<file path="src/hdl/http_request_header_parser_defines.svh">
// Assertion macros shared by the request header parser modules.
// No dependencies; included by the files that carry assertions.
`ifndef HTTP_REQUEST_HEADER_PARSER_DEFINES_SVH
`define HTTP_REQUEST_HEADER_PARSER_DEFINES_SVH

// Same-cycle implication, held off during reset.
`define HRP_ASSERT_IMP(label, clk, rst_n, ante, cons, msg) \
    label: assert property (@(posedge clk) disable iff (!(rst_n)) (ante) |-> (cons)) \
        else $error(msg);

// Next-cycle implication, held off during reset.
`define HRP_ASSERT_NXT(label, clk, rst_n, ante, cons, msg) \
    label: assert property (@(posedge clk) disable iff (!(rst_n)) (ante) |=> (cons)) \
        else $error(msg);

`endif

</file>
<file path="src/hdl/hrp_pkg.sv">
// Shared types, constants and literal tables for the request header parser.
// No dependencies.
`default_nettype none

package hrp_pkg;

    localparam int HRP_QUEUE_DEPTH = 4;

    // Event codes on the result channel
    localparam logic [1:0] EV_URL_BYTE = 2'd0;
    localparam logic [1:0] EV_URL_END  = 2'd1;
    localparam logic [1:0] EV_COMPLETE = 2'd2;
    localparam logic [1:0] EV_BAD      = 2'd3;

    // Byte of the stream with its class flags, as it travels through the queue
    typedef struct packed {
        logic [7:0] data;
        logic [7:0] lower;
        logic       is_sp;
        logic       is_cr;
        logic       is_lf;
        logic       is_colon;
    } t_byte_cls;

    // "GET " <url> "HTTP/1." ; the url slot holds 0
    function automatic logic [7:0] hrp_req_char(input logic [3:0] idx);
        logic [7:0] c;
        case (idx)
            4'd0:    c = 8'h47;
            4'd1:    c = 8'h45;
            4'd2:    c = 8'h54;
            4'd3:    c = 8'h20;
            4'd5:    c = 8'h48;
            4'd6:    c = 8'h54;
            4'd7:    c = 8'h54;
            4'd8:    c = 8'h50;
            4'd9:    c = 8'h2F;
            4'd10:   c = 8'h31;
            4'd11:   c = 8'h2E;
            default: c = 8'h00;
        endcase
        return c;
    endfunction

    // "connection"
    function automatic logic [7:0] hrp_key_char(input logic [3:0] idx);
        logic [7:0] c;
        case (idx)
            4'd0:    c = 8'h63;
            4'd1:    c = 8'h6F;
            4'd2:    c = 8'h6E;
            4'd3:    c = 8'h6E;
            4'd4:    c = 8'h65;
            4'd5:    c = 8'h63;
            4'd6:    c = 8'h74;
            4'd7:    c = 8'h69;
            4'd8:    c = 8'h6F;
            4'd9:    c = 8'h6E;
            default: c = 8'h00;
        endcase
        return c;
    endfunction

    // "keep-alive"
    function automatic logic [7:0] hrp_ka_char(input logic [3:0] idx);
        logic [7:0] c;
        case (idx)
            4'd0:    c = 8'h6B;
            4'd1:    c = 8'h65;
            4'd2:    c = 8'h65;
            4'd3:    c = 8'h70;
            4'd4:    c = 8'h2D;
            4'd5:    c = 8'h61;
            4'd6:    c = 8'h6C;
            4'd7:    c = 8'h69;
            4'd8:    c = 8'h76;
            4'd9:    c = 8'h65;
            default: c = 8'h00;
        endcase
        return c;
    endfunction

    // "close"
    function automatic logic [7:0] hrp_cl_char(input logic [3:0] idx);
        logic [7:0] c;
        case (idx)
            4'd0:    c = 8'h63;
            4'd1:    c = 8'h6C;
            4'd2:    c = 8'h6F;
            4'd3:    c = 8'h73;
            4'd4:    c = 8'h65;
            default: c = 8'h00;
        endcase
        return c;
    endfunction

endpackage

`default_nettype wire

</file>
<file path="src/hdl/hrp_front.sv">
// Front end: takes request bytes and tags them with their character class.
// Depends on hrp_pkg.
`default_nettype none

module hrp_front
    import hrp_pkg::*;
(
    input  wire logic       i_rst_n,
    input  wire logic       i_in_valid,
    output logic            o_in_ready,
    input  wire logic [7:0] i_stream_byte,
    input  wire logic       i_queue_full,
    output logic            o_push,
    output t_byte_cls       o_cls
);

    logic w_upper;

    assign w_upper    = (i_stream_byte >= 8'h41) && (i_stream_byte <= 8'h5A);
    assign o_in_ready = i_rst_n && !i_queue_full;
    assign o_push     = i_in_valid && o_in_ready;

    always_comb begin
        o_cls.data     = i_stream_byte;
        o_cls.lower    = w_upper ? (i_stream_byte + 8'h20) : i_stream_byte;
        o_cls.is_sp    = (i_stream_byte == 8'h20);
        o_cls.is_cr    = (i_stream_byte == 8'h0D);
        o_cls.is_lf    = (i_stream_byte == 8'h0A);
        o_cls.is_colon = (i_stream_byte == 8'h3A);
    end

endmodule

`default_nettype wire

</file>
<file path="src/hdl/hrp_queue.sv">
// Short queue of classified bytes between the front end and the parser.
// Depends on hrp_pkg and the assertion macro header.
`default_nettype none

`include "http_request_header_parser_defines.svh"

module hrp_queue
    import hrp_pkg::*;
#(
    parameter int DEPTH = HRP_QUEUE_DEPTH
) (
    input  wire logic       i_clk,
    input  wire logic       i_rst_n,
    input  wire logic       i_push,
    input  t_byte_cls       i_cls,
    input  wire logic       i_pop,
    output logic            o_valid,
    output logic            o_full,
    output t_byte_cls       o_cls
);

    localparam int PTR_W = (DEPTH > 1) ? $clog2(DEPTH) : 1;
    localparam int CNT_W = $clog2(DEPTH + 1);
    localparam logic [CNT_W-1:0] FULL_CNT = CNT_W'(DEPTH);
    localparam logic [PTR_W-1:0] LAST_PTR = PTR_W'(DEPTH - 1);

    t_byte_cls        r_mem [DEPTH];
    logic [PTR_W-1:0] r_wr_ptr;
    logic [PTR_W-1:0] r_rd_ptr;
    logic [CNT_W-1:0] r_count;
    logic [PTR_W-1:0] n_wr_ptr;
    logic [PTR_W-1:0] n_rd_ptr;
    logic [CNT_W-1:0] n_count;

    assign o_valid = (r_count != '0);
    assign o_full  = (r_count == FULL_CNT);
    assign o_cls   = r_mem[r_rd_ptr];

    always_comb begin
        n_wr_ptr = r_wr_ptr;
        n_rd_ptr = r_rd_ptr;
        n_count  = r_count;
        if (i_push) begin
            n_wr_ptr = (r_wr_ptr == LAST_PTR) ? '0 : (r_wr_ptr + 1'b1);
        end
        if (i_pop) begin
            n_rd_ptr = (r_rd_ptr == LAST_PTR) ? '0 : (r_rd_ptr + 1'b1);
        end
        if (i_push && !i_pop) begin
            n_count = r_count + 1'b1;
        end else if (i_pop && !i_push) begin
            n_count = r_count - 1'b1;
        end
    end

    always_ff @(posedge i_clk) begin
        if (!i_rst_n) begin
            r_wr_ptr <= '0;
            r_rd_ptr <= '0;
            r_count  <= '0;
        end else begin
            r_wr_ptr <= n_wr_ptr;
            r_rd_ptr <= n_rd_ptr;
            r_count  <= n_count;
        end
    end

    always_ff @(posedge i_clk) begin
        if (i_push) begin
            r_mem[r_wr_ptr] <= i_cls;
        end
    end

    `HRP_ASSERT_IMP(a_count_bound, i_clk, i_rst_n, 1'b1, r_count <= FULL_CNT, "queue overfilled")
    `HRP_ASSERT_IMP(a_no_pop_empty, i_clk, i_rst_n, i_pop, r_count != '0, "pop from empty queue")
    `HRP_ASSERT_NXT(a_push_grows, i_clk, i_rst_n, i_push && !i_pop, r_count == $past(r_count) + 1'b1, "push lost")

endmodule

`default_nettype wire

</file>
<file path="src/hdl/hrp_back.sv">
// Parser back end: request line and header state machine with output register.
// Depends on hrp_pkg and the assertion macro header.
`default_nettype none

`include "http_request_header_parser_defines.svh"

module hrp_back
    import hrp_pkg::*;
(
    input  wire logic       i_clk,
    input  wire logic       i_rst_n,
    input  wire logic       i_cls_valid,
    input  t_byte_cls       i_cls,
    output logic            o_pop,
    output logic            o_out_valid,
    input  wire logic       i_out_ready,
    output logic [1:0]      o_event_kind,
    output logic [7:0]      o_url_byte,
    output logic            o_version_is_11,
    output logic            o_keep_alive
);

    // States 0..11 walk the request line literal; 4 is the url itself
    localparam logic [4:0] ST_REQ_G    = 5'd0;
    localparam logic [4:0] ST_REQ_SP   = 5'd3;
    localparam logic [4:0] ST_URL      = 5'd4;
    localparam logic [4:0] ST_REQ_H    = 5'd5;
    localparam logic [4:0] ST_MINOR    = 5'd12;
    localparam logic [4:0] ST_REQ_CR   = 5'd13;
    localparam logic [4:0] ST_REQ_LF   = 5'd14;
    localparam logic [4:0] ST_LINE     = 5'd15;
    localparam logic [4:0] ST_KEY      = 5'd16;
    localparam logic [4:0] ST_SP_PLAIN = 5'd17;
    localparam logic [4:0] ST_SP_CONN  = 5'd18;
    localparam logic [4:0] ST_VALUE    = 5'd19;
    localparam logic [4:0] ST_CVALUE   = 5'd20;
    localparam logic [4:0] ST_VALUE_LF = 5'd21;
    localparam logic [4:0] ST_FINAL_LF = 5'd22;

    localparam logic [3:0] LONG_LEN  = 4'd10;
    localparam logic [3:0] CLOSE_LEN = 4'd5;

    logic [4:0] r_state,   n_state;
    logic       r_saw_get, n_saw_get;
    logic       r_v11,     n_v11;
    logic       r_saw_ka,  n_saw_ka;
    logic       r_saw_cl,  n_saw_cl;
    logic [3:0] r_key_idx, n_key_idx;
    logic       r_key_mis, n_key_mis;
    logic [3:0] r_val_idx, n_val_idx;
    logic       r_ka_mis,  n_ka_mis;
    logic       r_cl_mis,  n_cl_mis;

    logic       r_out_valid;
    logic [1:0] r_kind;
    logic [7:0] r_url;
    logic       r_ev_v11;
    logic       r_ev_ka;

    logic       w_emit;
    logic [1:0] w_kind;
    logic [7:0] w_url;
    logic       w_ev_v11;
    logic       w_ev_ka;
    logic       w_bad;
    logic       w_done;
    logic [3:0] w_kidx;
    logic       w_kmis;

    // Advance whenever the output register is free or being emptied
    assign o_pop = i_cls_valid && (!r_out_valid || i_out_ready);

    always_comb begin
        n_state   = r_state;
        n_saw_get = r_saw_get;
        n_v11     = r_v11;
        n_saw_ka  = r_saw_ka;
        n_saw_cl  = r_saw_cl;
        n_key_idx = r_key_idx;
        n_key_mis = r_key_mis;
        n_val_idx = r_val_idx;
        n_ka_mis  = r_ka_mis;
        n_cl_mis  = r_cl_mis;
        w_emit    = 1'b0;
        w_kind    = EV_URL_BYTE;
        w_url     = 8'h00;
        w_ev_v11  = 1'b0;
        w_ev_ka   = 1'b0;
        w_bad     = 1'b0;
        w_done    = 1'b0;
        w_kidx    = r_key_idx;
        w_kmis    = r_key_mis;

        if (o_pop) begin
            if ((r_state < ST_MINOR) && (r_state != ST_URL)) begin
                if (i_cls.data != hrp_req_char(r_state[3:0])) begin
                    w_bad = 1'b1;
                end else begin
                    if (r_state == ST_REQ_SP) begin
                        n_saw_get = 1'b1;
                    end
                    n_state = r_state + 5'd1;
                end
            end else begin
                case (r_state)
                    ST_URL: begin
                        w_emit = 1'b1;
                        if (i_cls.is_sp) begin
                            n_state = ST_REQ_H;
                            w_kind  = EV_URL_END;
                        end else begin
                            w_url = i_cls.data;
                        end
                    end
                    ST_MINOR: begin
                        if ((i_cls.data == 8'h30) || (i_cls.data == 8'h31)) begin
                            n_v11   = (i_cls.data == 8'h31);
                            n_state = ST_REQ_CR;
                        end else begin
                            w_bad = 1'b1;
                        end
                    end
                    ST_REQ_CR: begin
                        if (i_cls.is_cr) n_state = ST_REQ_LF;
                        else             w_bad   = 1'b1;
                    end
                    ST_REQ_LF, ST_VALUE_LF: begin
                        if (i_cls.is_lf) n_state = ST_LINE;
                        else             w_bad   = 1'b1;
                    end
                    ST_LINE, ST_KEY: begin
                        if ((r_state == ST_LINE) && i_cls.is_cr) begin
                            n_state = ST_FINAL_LF;
                        end else begin
                            // a new line restarts the key compare
                            if (r_state == ST_LINE) begin
                                w_kidx = 4'd0;
                                w_kmis = 1'b0;
                            end
                            n_key_idx = w_kidx;
                            n_key_mis = w_kmis;
                            if (i_cls.is_cr || i_cls.is_lf) begin
                                w_bad = 1'b1;
                            end else if (i_cls.is_colon) begin
                                n_state   = (!w_kmis && (w_kidx == LONG_LEN)) ?
                                            ST_SP_CONN : ST_SP_PLAIN;
                                n_key_idx = 4'd0;
                                n_key_mis = 1'b0;
                            end else begin
                                if (w_kidx >= LONG_LEN) begin
                                    n_key_mis = 1'b1;
                                end else begin
                                    n_key_mis = w_kmis ||
                                                (i_cls.lower != hrp_key_char(w_kidx));
                                    n_key_idx = w_kidx + 4'd1;
                                end
                                n_state = ST_KEY;
                            end
                        end
                    end
                    ST_SP_PLAIN, ST_SP_CONN: begin
                        if (i_cls.is_sp) begin
                            n_val_idx = 4'd0;
                            n_ka_mis  = 1'b0;
                            n_cl_mis  = 1'b0;
                            n_state   = (r_state == ST_SP_CONN) ? ST_CVALUE : ST_VALUE;
                        end else begin
                            w_bad = 1'b1;
                        end
                    end
                    ST_VALUE: begin
                        if (i_cls.is_cr) n_state = ST_VALUE_LF;
                    end
                    ST_CVALUE: begin
                        if (i_cls.is_cr) begin
                            if (!r_ka_mis && (r_val_idx == LONG_LEN))  n_saw_ka = 1'b1;
                            if (!r_cl_mis && (r_val_idx == CLOSE_LEN)) n_saw_cl = 1'b1;
                            n_state = ST_VALUE_LF;
                        end else if (r_val_idx >= LONG_LEN) begin
                            n_ka_mis = 1'b1;
                            n_cl_mis = 1'b1;
                        end else begin
                            n_ka_mis  = r_ka_mis ||
                                        (i_cls.data != hrp_ka_char(r_val_idx));
                            n_cl_mis  = r_cl_mis || (r_val_idx >= CLOSE_LEN) ||
                                        (i_cls.data != hrp_cl_char(r_val_idx));
                            n_val_idx = r_val_idx + 4'd1;
                        end
                    end
                    ST_FINAL_LF: begin
                        if (i_cls.is_lf) w_done = 1'b1;
                        else             w_bad  = 1'b1;
                    end
                    default: begin
                        w_bad = 1'b1;
                    end
                endcase
            end

            if (w_bad || w_done) begin
                w_emit = 1'b1;
                if (w_bad) begin
                    w_kind   = EV_BAD;
                    w_ev_v11 = r_saw_get ? r_v11 : 1'b1;
                end else begin
                    w_kind   = EV_COMPLETE;
                    w_ev_v11 = r_v11;
                    w_ev_ka  = !r_saw_cl && (r_saw_ka || r_v11);
                end
                // drop all request state for the next request
                n_state   = ST_REQ_G;
                n_saw_get = 1'b0;
                n_v11     = 1'b0;
                n_saw_ka  = 1'b0;
                n_saw_cl  = 1'b0;
                n_key_idx = 4'd0;
                n_key_mis = 1'b0;
                n_val_idx = 4'd0;
                n_ka_mis  = 1'b0;
                n_cl_mis  = 1'b0;
            end
        end
    end

    always_ff @(posedge i_clk) begin
        if (!i_rst_n) begin
            r_state     <= ST_REQ_G;
            r_saw_get   <= 1'b0;
            r_v11       <= 1'b0;
            r_saw_ka    <= 1'b0;
            r_saw_cl    <= 1'b0;
            r_key_idx   <= 4'd0;
            r_key_mis   <= 1'b0;
            r_val_idx   <= 4'd0;
            r_ka_mis    <= 1'b0;
            r_cl_mis    <= 1'b0;
            r_out_valid <= 1'b0;
        end else begin
            r_state   <= n_state;
            r_saw_get <= n_saw_get;
            r_v11     <= n_v11;
            r_saw_ka  <= n_saw_ka;
            r_saw_cl  <= n_saw_cl;
            r_key_idx <= n_key_idx;
            r_key_mis <= n_key_mis;
            r_val_idx <= n_val_idx;
            r_ka_mis  <= n_ka_mis;
            r_cl_mis  <= n_cl_mis;
            if (o_pop) begin
                r_out_valid <= w_emit;
            end else if (i_out_ready) begin
                r_out_valid <= 1'b0;
            end
        end
    end

    always_ff @(posedge i_clk) begin
        if (o_pop && w_emit) begin
            r_kind   <= w_kind;
            r_url    <= w_url;
            r_ev_v11 <= w_ev_v11;
            r_ev_ka  <= w_ev_ka;
        end
    end

    assign o_out_valid     = r_out_valid;
    assign o_event_kind    = r_kind;
    assign o_url_byte      = r_url;
    assign o_version_is_11 = r_ev_v11;
    assign o_keep_alive    = r_ev_ka;

    `HRP_ASSERT_IMP(a_url_in_url, i_clk, i_rst_n, o_pop && w_emit && (w_kind == EV_URL_BYTE), r_state == ST_URL, "url byte outside url")
    `HRP_ASSERT_NXT(a_restart, i_clk, i_rst_n, o_pop && (w_bad || w_done), (r_state == ST_REQ_G) && !r_saw_get, "parser did not restart")
    `HRP_ASSERT_IMP(a_idx_bound, i_clk, i_rst_n, 1'b1, (r_key_idx <= LONG_LEN) && (r_val_idx <= LONG_LEN), "match index past bound")

endmodule

`default_nettype wire

</file>
<file path="src/hdl/http_request_header_parser.sv">
// HTTP/1.x request header parser, one byte per transfer on the input channel.
// Input: i_in_valid / o_in_ready with i_stream_byte. Output: o_out_valid /
// i_out_ready with o_event_kind, o_url_byte, o_version_is_11, o_keep_alive.
// Each accepted byte gives zero or one event: a url byte, url end, request
// complete (version and keep-alive decision) or bad request (reply version).
// The front end tags each byte and writes it into a queue of DEPTH entries;
// the back end state machine takes one byte per cycle from the queue into a
// single output register, while that register is free or being emptied.
// An accepted byte is first written into the queue; its event is then
// registered in the output register. Throughput: one byte per cycle while the
// output register is free or being emptied, set by the state machine's pops.
// When the receiver stalls, the output register holds its event and the queue
// absorbs up to DEPTH further bytes before o_in_ready falls.
// Reset (i_rst_n low, synchronous) empties the queue and the output register
// and puts the parser at the start of a request line. After a complete or bad
// request event the parser restarts on its own.
// Depends on hrp_pkg, hrp_front, hrp_queue and hrp_back.
`default_nettype none

module http_request_header_parser
    import hrp_pkg::*;
#(
    parameter int DEPTH = HRP_QUEUE_DEPTH
) (
    input  wire logic       i_clk,
    input  wire logic       i_rst_n,
    input  wire logic       i_in_valid,
    output logic            o_in_ready,
    input  wire logic [7:0] i_stream_byte,
    output logic            o_out_valid,
    input  wire logic       i_out_ready,
    output logic [1:0]      o_event_kind,
    output logic [7:0]      o_url_byte,
    output logic            o_version_is_11,
    output logic            o_keep_alive
);

    t_byte_cls w_front_cls;
    t_byte_cls w_queue_cls;
    logic      w_push;
    logic      w_pop;
    logic      w_full;
    logic      w_queue_valid;

    hrp_front u_front (
        .i_rst_n       (i_rst_n),
        .i_in_valid    (i_in_valid),
        .o_in_ready    (o_in_ready),
        .i_stream_byte (i_stream_byte),
        .i_queue_full  (w_full),
        .o_push        (w_push),
        .o_cls         (w_front_cls)
    );

    hrp_queue #(
        .DEPTH (DEPTH)
    ) u_queue (
        .i_clk   (i_clk),
        .i_rst_n (i_rst_n),
        .i_push  (w_push),
        .i_cls   (w_front_cls),
        .i_pop   (w_pop),
        .o_valid (w_queue_valid),
        .o_full  (w_full),
        .o_cls   (w_queue_cls)
    );

    hrp_back u_back (
        .i_clk           (i_clk),
        .i_rst_n         (i_rst_n),
        .i_cls_valid     (w_queue_valid),
        .i_cls           (w_queue_cls),
        .o_pop           (w_pop),
        .o_out_valid     (o_out_valid),
        .i_out_ready     (i_out_ready),
        .o_event_kind    (o_event_kind),
        .o_url_byte      (o_url_byte),
        .o_version_is_11 (o_version_is_11),
        .o_keep_alive    (o_keep_alive)
    );

endmodule

`default_nettype wire

</file>
<file path="config.mk">
export PLATFORM = sky130hd
export DESIGN_NAME = http_request_header_parser
export DESIGN_NICKNAME = d
export VERILOG_FILES = /design/src/hdl/hrp_pkg.sv /design/src/hdl/hrp_front.sv /design/src/hdl/hrp_queue.sv /design/src/hdl/hrp_back.sv /design/src/hdl/http_request_header_parser.sv
export VERILOG_INCLUDE_DIRS = /design/src /design/src/hdl
export SDC_FILE = /design/constraint.sdc
export NUM_CORES = 1
export LEC_CHECK = 0
export BUFFER_PORTS_ARGS = -buffer_cell sky130_fd_sc_hd__buf_2
export CAP_MARGIN = 20
export CORE_UTILIZATION = 55
export CTS_BUF_LIST = sky130_fd_sc_hd__clkbuf_4
export DETAILED_ROUTE_END_ITERATION = 12
export HOLD_SLACK_MARGIN = 0.02
export MAX_ROUTING_LAYER = met4
export PLACE_DENSITY = 0.71
export SLEW_MARGIN = 15
export SYNTH_ARGS = -nofsm -noshare
export SYNTH_HDL_FRONTEND = slang
export SYNTH_SLANG_ARGS = --single-unit
</file>
<file path="constraint.sdc">
create_clock -name i_clk -period 3.9 [get_ports i_clk]
set_input_delay 0.585 -clock i_clk [delete_from_list [all_inputs] [get_ports i_clk]]
set_output_delay 0.585 -clock i_clk [all_outputs]
set_load 0.01 [all_outputs]
</file>
==> out/summary.txt, run 1 <==
Status = complete, no violations
Power density of the placed cells = 532 nW/um^2
Site Rows = 39
Transition time at the pin with the least slew margin = 0.808 ns
Initial cell density of the core = 56.8%
Syn Nets = 650
Via count of the first global-routing pass = 4706
Final HPWL DP = 10900 um
Static leakage = 2.74 nW
Post-Syn Area = 6510 sq um
Number of enable-type register cells in the synthesized netlist = 72
Worst stage delay on the critical path = 0.44 ns
Maxcap violations = 0
Setup TNS = 0 ns
Fraction of power spent switching nets = 34.2%
Routability cong. = 0.947
Worst-case hold slack = 0.288 ns
Final routed DRC violation total = 0
Setup Skew = 0.0240 ns
Global-route wire length before repair = 24500 um
Number of antenna repair diodes = 0
Buf+Inv Stages, Crit Path = 2
Worst relative slew slack = 46.1%
Yosys Warn Count = 0
Die height = 111 um
Share of the yosys chip area belonging to registers = 46.7%
Hold violation count in the final report = 0
Cell family with the largest share of critical-path delay = compound AO/OA/AOI/OAI gates
Remaining global-route overflow = 0
Internal Power = 2.53 mW
Vias per inst = 6.05
Wire length after detailed routing = 14900 um
Most common cell after layout, fill and taps aside = sky130_fd_sc_hd__edfxtp_1
PnR Total Power = 3.84 mW
Worst EP arrival = 4.18 ns
Post-synth top flop = sky130_fd_sc_hd__edfxtp_1
Highest clock frequency the design can meet = 270 MHz
Die Footprint = 12300 sq um
Number of distinct library cell variants in the gate-level netlist after synthesis = 86
Maximum VDD drop = 335 uV
Number of sinks handled by clock tree synthesis = 116
Finish-stage setup viols = 0
Unrepaired setup endpoints after global routing = false
Fraction of final layout cells sized beyond drive strength 1 = 18.3%
Wire length per cell = 18.4 um
DRT antenna net count = 0
GRT Total Usage = 26.4%
Flip-flop and latch count after synthesis = 116
Total via count after detailed routing = 4890
Post-layout utilization of the core = 63.0%
Worst EP required = 4.38 ns
Library cell contributing the largest single delay on the critical path = sky130_fd_sc_hd__nor3_1
Least setup slack across all paths after layout = 0.199 ns
Standard cell core area = 11500 sq um
Element type at the critical path start = flip-flop
Pin count of the biggest net entering global routing = 32
Synthesized instance count = 605
Final Max Tran Viols = 0
Area growth syn-to-layout = 10.9%
Period utilisation layout = 94.9%
Endpoint kind of the worst setup timing path = flip-flop
Final critical delay including setup and external delays = 3.70 ns
Level count of the clock H-tree = 4
Clk network pwr share = 26.2%
Avg Cell Area, Syn = 10.8 sq um
Series of cell instances along the critical path = inv_1 -> ha_1 -> nor2_1 -> nor2_1 -> nor3_1 -> a311oi_1 -> buf_4 -> a21oi_2 -> nor3_2 -> a32o_1 -> and2_1 -> ha_1 -> o31a_1 -> o22ai_1
Net total in the final layout = 697
TritonCTS buffer count = 17
Number of detailed-route iterations in the first pass = 5
Clock slew at reported path FFs = 0.11 ns
Number of buffers on the longest clock path = 2
Number of design-rule violations left by the first detailed-router iteration = 452
TritonCTS clock tree = yes
Highest-count cells in the layout ignoring fill and taps = sky130_fd_sc_hd__edfxtp_1, sky130_fd_sc_hd__nor2_1, sky130_fd_sc_hd__dfxtp_1
Net switching component of the power = 1.31 mW
Number of antenna violations at the first check in global routing = 0
Ports placed on the boundary = 26
Die Width = 111 um
Hold Path Class = in -> reg
Input/output buffers = 25
Worst-skew pair later-pin latency = 0.57 ns
Post-synthesis async set-or-reset flop share = 0%
Root Buffer Master = sky130_fd_sc_hd__clkbuf_4
Share of power burned in registers = 40.7%
Part of the total power dissipated in combinational logic = 33.0%
Pre-CTS setup slack = 0.249 ns
Top fanout value on the critical path = 8
Setup Crit Path Kind = reg -> reg
[cell type report]
class                   count  area [sq um]
clock inverters            13           181
well taps                 143           179
flip-flops and latches    116          3040
repair buffers             51           320
fillers                   893          4250
clock buffers              19           143
inverters                  39           146
multi-input cells         427          3210
[final timing paths]
path | startpoint | endpoint | slack, ns | cells after the start
worst max-delay path | u_back.r_state[1]$_SDFFE_PN0N_ | flip-flop | 0.20 | 14
worst min-delay path | i_stream_byte[0] | u_queue.r_mem[3][12]$_DFFE_PP_ | 0.29 | 1
worst max register to register | u_back.r_state[1]$_SDFFE_PN0N_ | flip-flop | 0.20 | 14
worst min register to register | u_back.r_saw_get$_SDFFE_PN0P_ | u_back.r_saw_get$_SDFFE_PN0P_ | 0.49 | 2
[per-stage QoR]
stage	std cells	cell area, sq um
floorplan	605	6510
global placement	776	6890
detailed placement	776	6890
CTS	808	7210
global route	808	7220
finish	808	7220
[cell families after synthesis]
group,after synthesis,share of synthesized area [%]
AO/OA/AOI/OAI,131,15.4
XOR/XNOR,26,3.50
adder cells (fa/ha/maj),33,6.46
buffers and inverters,62,4.13
flip-flops,116,46.7
multiplexers,26,6.17
AND/OR/NAND/NOR,211,17.6
[cell usage after synthesis, types with 7 or more instances]
cell type	count	area, sq um
sky130_fd_sc_hd__edfxtp_1	72	2160
sky130_fd_sc_hd__nor2_1	59	221
sky130_fd_sc_hd__dfxtp_1	44	881
sky130_fd_sc_hd__inv_1	38	143
sky130_fd_sc_hd__nand2_1	37	139
sky130_fd_sc_hd__ha_1	32	400
sky130_fd_sc_hd__a21oi_1	25	125
sky130_fd_sc_hd__o21ai_0	24	120
sky130_fd_sc_hd__xnor2_1	21	184
sky130_fd_sc_hd__and3_1	16	100
sky130_fd_sc_hd__nor3_1	14	70.1
sky130_fd_sc_hd__clkbuf_1	12	45.0
sky130_fd_sc_hd__mux2i_1	12	120
sky130_fd_sc_hd__nand2b_1	12	75.1
sky130_fd_sc_hd__nor2b_1	12	75.1
sky130_fd_sc_hd__mux4_2	11	248
sky130_fd_sc_hd__a21boi_0	10	75.1
sky130_fd_sc_hd__nand3_1	8	40.0
sky130_fd_sc_hd__nand4_1	7	43.8
[what timing repair did]
action / CTS / global route
gates resized for setup: 0 / 2
hold buffers: 0 / 0
buffers inserted: 0 / 0
endpoints found under the setup margin: 0 / 4
[power groups by stage]
stage          registers (mW)  clock network [mW]  logic, mW
6_report                 1.56                1.01       1.27
5_1_grt                  1.58                1.08       1.38
4_1_cts                  1.57                1.02       1.27
3_5_place_dp             1.59                   0       1.26
3_3_place_gp             1.59                   0       1.22
2_1_floorplan            1.60                   0      0.851
[layer usage]
| metal | vias up | part of all wire (%) | GRT usage [%] |
|---|---|---|---|
| met3 | 27 | 6.1 | 5.36 |
| met1 | 2327 | 43 | 33.8 |
| met2 | 203 | 49 | 41.8 |
| met4 | 0 | 1.7 | 9.69 |
| met5 | - | 0 | - |
| li1 | 2333 | - | - |
Power figures use the tool's default switching activity.
==> run 2: changes to the inputs <==
--- a/config.mk
+++ b/config.mk
@@ -14,6 +14,7 @@
 export HOLD_SLACK_MARGIN = 0.02
 export MAX_ROUTING_LAYER = met4
 export PLACE_DENSITY = 0.71
+export REMOVE_ABC_BUFFERS = 1
 export SLEW_MARGIN = 15
 export SYNTH_ARGS = -nofsm -noshare
 export SYNTH_HDL_FRONTEND = slang
==> constraint.sdc (replaced) <==
create_clock -name i_clk -period 3.9 [get_ports i_clk]
set_input_delay 0.78 -clock i_clk [delete_from_list [all_inputs] [get_ports i_clk]]
set_output_delay 0.78 -clock i_clk [all_outputs]
set_load 0.01 [all_outputs]
==> out/summary.txt, run 2 (synthesis gave the netlist of run 1 again) <==
Status = complete, no violations
Power density of the placed cells = 528 nW/um^2
Final routed DRC violation total = 0
Number of buffers on the longest clock path = 2
Number of antenna violations at the first check in global routing = 0
Final Max Tran Viols = 0
Routability cong. = 0.977
Level count of the clock H-tree = 4
Number of detailed-route iterations in the first pass = 5
Number of sinks handled by clock tree synthesis = 116
Maxcap violations = 0
Hold violation count in the final report = 0
Die Footprint = 12300 sq um
Site Rows = 39
Multi-input combinational cell area = 3230 sq um
Maximum VDD drop = 362 uV
Worst stage delay on the critical path = 0.40 ns
GRT Total Usage = 25.5%
Highest-count cells in the layout ignoring fill and taps = sky130_fd_sc_hd__edfxtp_1, sky130_fd_sc_hd__nor2_1, sky130_fd_sc_hd__dfxtp_1
Fraction of final layout cells sized beyond drive strength 1 = 19.9%
Library cell contributing the largest single delay on the critical path = sky130_fd_sc_hd__nor4bb_2
Remaining global-route overflow = 0
Element type at the critical path start = flip-flop
Final HPWL DP = 10600 um
Sequential cell area = 3040 sq um
Setup Skew = 0.0217 ns
Most common cell after layout, fill and taps aside = sky130_fd_sc_hd__edfxtp_1
Period utilisation layout = 93.5%
Worst-skew pair later-pin latency = 0.54 ns
Die height = 111 um
Standard cell core area = 11500 sq um
Highest clock frequency the design can meet = 274 MHz
Endpoint kind of the worst setup timing path = flip-flop
Setup TNS = 0 ns
Total via count after detailed routing = 4963
TritonCTS buffer count = 17
Die Width = 111 um
Finish-stage setup viols = 0
Area growth syn-to-layout = 12.5%
Unrepaired setup endpoints after global routing = false
Ports placed on the boundary = 26
Series of cell instances along the critical path = inv_1 -> ha_1 -> nor4bb_2 -> nor2_1 -> o221ai_2 -> a21oi_4 -> buf_4 -> a31oi_1 -> inv_1 -> a32o_1 -> and2_1 -> ha_1 -> o31a_1 -> o22ai_1
Met3 wirelength from detailed routing = 828 um
TritonCTS clock tree = yes
Vias per inst = 6.08
Net total in the final layout = 705
Post-layout utilization of the core = 63.9%
Met2 wire length = 7050 um
Number of fillers in the final layout = 899
Clock slew at reported path FFs = 0.11 ns
Wire length after detailed routing = 14500 um
Hold Path Class = reg -> reg
Pin count of the biggest net entering global routing = 32
Wire length per cell = 17.8 um
Max layer used = met4
Top fanout value on the critical path = 12
Global-route wire length before repair = 23600 um
Setup Crit Path Kind = reg -> reg
Static leakage = 2.79 nW
Via count of the first global-routing pass = 4738
DRT antenna net count = 0
Worst EP arrival = 4.12 ns
Initial cell density of the core = 56.8%
Root Buffer Master = sky130_fd_sc_hd__clkbuf_4
Worst EP required = 4.37 ns
Transition time at the pin with the least slew margin = 0.791 ns
Routed met1 length = 6300 um
Number of design-rule violations left by the first detailed-router iteration = 517
Input/output buffers = 25
Worst relative slew slack = 47.3%
Number of antenna repair diodes = 0
Final critical delay including setup and external delays = 3.64 ns
run 2: layout make-up:
class,instances,area share [%]
clock buffer,18,1.84
tap,143,2.44
inverter,39,2.00
timing repair buffer,59,5.53
sequential,116,41.5
clock inverter,14,2.53
multi-input combinational,427,44.1
run 2: report_power, final:
part           switching [mW]  internal (mW)
clock network           0.459          0.512
logic                   0.779          0.568
registers              0.0753           1.48
run 2: path summary, 6_finish.rpt:
| check | depth (start not counted) | endpoint | slack [ns] | from |
|---|---|---|---|---|
| worst max-delay path | 14 | flip-flop | 0.26 | u_back.r_state[1]$_SDFFE_PN0N_ |
| worst min-delay path | 2 | u_back.r_saw_get$_SDFFE_PN0P_ | 0.49 | u_back.r_saw_get$_SDFFE_PN0P_ |
| worst min register to register | 2 | u_back.r_saw_get$_SDFFE_PN0P_ | 0.49 | u_back.r_saw_get$_SDFFE_PN0P_ |
| worst max register to register | 14 | flip-flop | 0.26 | u_back.r_state[1]$_SDFFE_PN0N_ |
run 2: stage by stage:
step                      instances  hold WS [ns]  instance area (sq um)  setup slack, ns  power, mW
after detailed placement        784         0.460                   6970           0.0615       2.92
after global placement          784         0.455                   6970            0.134       2.89
after CTS                       816         0.450                   7290           0.0360       3.89
after global routing            816         0.456                   7330           0.0136       4.07
final                           816         0.487                   7330            0.255       3.87
after floorplan                 582         0.437                   6390            0.178       2.40
run 2: what timing repair did:
item	CTS	global route
resized for setup	0	6
setup buffers	0	0
setup endpoints to repair	0	13
hold buffers	0	0
run 2: worst max-delay path: cells and delay by family (launching register included):
kind / cells / cell delay (ns)
buf+inv: 3 / 0.38
simple gates: 3 / 0.77
fa+ha+maj: 2 / 0.58
compound gates: 6 / 1.46
flops: 1 / 0.36
run 2: metal layers:
metal / track usage [%] / vias to the layer above
li1: - / 2354
met1: 31.0 / 2377
met2: 41.4 / 203
met3: 5.69 / 29
met4: 10.1 / 0
met5: - / -
==> run 3: changes to the inputs <==
--- a/config.mk
+++ b/config.mk
@@ -8,6 +8,7 @@
 export LEC_CHECK = 0
 export BUFFER_PORTS_ARGS = -buffer_cell sky130_fd_sc_hd__buf_2
 export CAP_MARGIN = 20
+export CORE_MARGIN = 2
 export CORE_UTILIZATION = 55
 export CTS_BUF_LIST = sky130_fd_sc_hd__clkbuf_4
 export DETAILED_ROUTE_END_ITERATION = 12
==> out/summary.txt, run 3 (synthesis gave the netlist of run 1 again) <==
Pin count of the biggest net entering global routing = 32
Standard cell core area = 11500 sq um
DRT antenna net count = 0
Via count of the first global-routing pass = 4591
Input/output buffers = 25
Worst EP arrival = 4.17 ns
Fraction of final layout cells sized beyond drive strength 1 = 17.9%
Unrepaired setup endpoints after global routing = false
Top fanout value on the critical path = 21
Number of antenna violations at the first check in global routing = 0
Hold Path Class = reg -> reg
Number of design-rule violations left by the first detailed-router iteration = 358
Highest clock frequency the design can meet = 270 MHz
Worst relative slew slack = 47.6%
Status = complete, no violations
Remaining global-route overflow = 0
Vias per inst = 5.97
Number of detailed-route iterations in the first pass = 5
Final Non-Filler Cells = 801
Number of sinks handled by clock tree synthesis = 116
Count of hold-fix buffers inserted at cts = 0
Hold violation count in the final report = 0
Routability cong. = 1.00
Maxcap violations = 0
Die height = 113 um
Worst EP required = 4.37 ns
GRT Total Usage = 25.1%
PnR Total Power = 3.81 mW
Met3 wirelength from detailed routing = 838 um
Period utilisation layout = 94.9%
Static leakage = 2.70 nW
Level count of the clock H-tree = 4
Element type at the critical path start = flip-flop
Root Buffer Master = sky130_fd_sc_hd__clkbuf_4
Number of antenna repair diodes = 0
Die Width = 113 um
Transition time at the pin with the least slew margin = 0.785 ns
Series of cell instances along the critical path = inv_1 -> ha_1 -> inv_1 -> mux2i_1 -> o221ai_2 -> a21oi_4 -> a21oi_2 -> nor3_2 -> a32o_1 -> and2_1 -> ha_1 -> o31a_1 -> o22ai_1
Area growth syn-to-layout = 10.2%
Final HPWL DP = 10800 um
Met2 wire length = 7050 um
Net total in the final layout = 690
Worst stage delay on the critical path = 0.75 ns
Setup Skew = 0.0194 ns
Power density of the placed cells = 531 nW/um^2
Setup Crit Path Kind = reg -> reg
Setup TNS = 0 ns
Highest-count cells in the layout ignoring fill and taps = sky130_fd_sc_hd__edfxtp_1, sky130_fd_sc_hd__nor2_1, sky130_fd_sc_hd__dfxtp_1
Max layer used = met4
TritonCTS clock tree = yes
Wire length per cell = 18.5 um
Library cell contributing the largest single delay on the critical path = sky130_fd_sc_hd__dfxtp_1
Site Rows = 39
Final routed DRC violation total = 0
Wire length after detailed routing = 14800 um
Post-DP Area = 6850 sq um
Endpoint kind of the worst setup timing path = flip-flop
Routed met1 length = 6540 um
Number of fillers in the final layout = 948
Global-route wire length before repair = 23900 um
Ports placed on the boundary = 26
Maximum VDD drop = 413 uV
Die Footprint = 12700 sq um
Finish-stage setup viols = 0
Buf+Inv Stages, Crit Path = 2
Final critical delay including setup and external delays = 3.70 ns
Initial cell density of the core = 56.8%
Final instance area = 7170 sq um
TritonCTS buffer count = 17
Number of buffers on the longest clock path = 2
Clock slew at reported path FFs = 0.13 ns
Worst-skew pair later-pin latency = 0.55 ns
Final Max Tran Viols = 0
Cell family with the largest share of critical-path delay = compound AO/OA/AOI/OAI gates
Total via count after detailed routing = 4781
Most common cell after layout, fill and taps aside = sky130_fd_sc_hd__edfxtp_1
Instance count after placement with tap cells included = 769
run 3: cell count changes in the layout (fill, tap and decap cells not counted), sizes merged:
cell / change
buf: -15
clkinvlp: +2
clkinv: -6
inv: +6
bufinv: -1
clkbuf: -1
run 3: worst paths after layout:
kind,slack (ns),cells past startpoint,endpoint,from
setup reg to reg,0.20,13,flip-flop,u_back.r_state[4]$_SDFFE_PN0N_
hold reg to reg,0.48,2,u_back.r_key_mis$_SDFFE_PN0P_,u_back.r_key_mis$_SDFFE_PN0P_
hold / removal,0.48,2,u_back.r_key_mis$_SDFFE_PN0P_,u_back.r_key_mis$_SDFFE_PN0P_
setup / recovery,0.20,13,flip-flop,u_back.r_state[4]$_SDFFE_PN0N_
run 3: where the power goes:
part,leakage [nW],switching (mW),internal [mW]
clock,0.163,0.526,0.462
sequential,1.02,0.0796,1.48
combinational,1.52,0.759,0.504
total,2.70,1.36,2.45
run 3: final cells by class:
class | instances | area (sq um) | area share (%)
flip-flops and latches | 116 | 3040 | 42.4
multi-input cells | 427 | 3200 | 44.6
clock inverters | 15 | 194 | 2.70
well taps | 143 | 179 | 2.49
repair buffers | 44 | 280 | 3.91
inverters | 39 | 146 | 2.04
clock buffers | 17 | 128 | 1.78
run 3: per-layer routing:
metal	up-vias	track usage, %
met2	162	39.5
met3	30	5.20
met5	-	-
met1	2269	32.1
met4	0	10.2
li1	2320	-
run 3: worst reg2reg max path, stage by stage, from the launching register on:
cell and delay (ns):
sky130_fd_sc_hd__dfxtp_1 0.75, sky130_fd_sc_hd__inv_1 0.21, sky130_fd_sc_hd__ha_1 0.34, sky130_fd_sc_hd__inv_1 0.18, sky130_fd_sc_hd__mux2i_1 0.12, sky130_fd_sc_hd__o221ai_2 0.31
sky130_fd_sc_hd__a21oi_4 0.09, sky130_fd_sc_hd__a21oi_2 0.37, sky130_fd_sc_hd__nor3_2 0.12, sky130_fd_sc_hd__a32o_1 0.31, sky130_fd_sc_hd__and2_1 0.22, sky130_fd_sc_hd__ha_1 0.19
sky130_fd_sc_hd__o31a_1 0.30, sky130_fd_sc_hd__o22ai_1 0.13
run 3: repair_timing:
action / 4_1_cts / 5_1_grt
gates resized for setup: 0 / 2
setup endpoints to repair: 0 / 4
buffers inserted: 0 / 0
hold endpoints to repair: 0 / 0
run 3: per-stage QoR:
step,hold slack [ns],utilization (%),setup slack (ns)
5_1_grt,0.466,62.6,0.0101
6_report,0.484,62.6,0.198
3_5_place_dp,0.469,59.7,0.261
4_1_cts,0.457,62.5,0.213
2_1_floorplan,0.437,-,0.178
3_3_place_gp,0.455,59.7,0.396
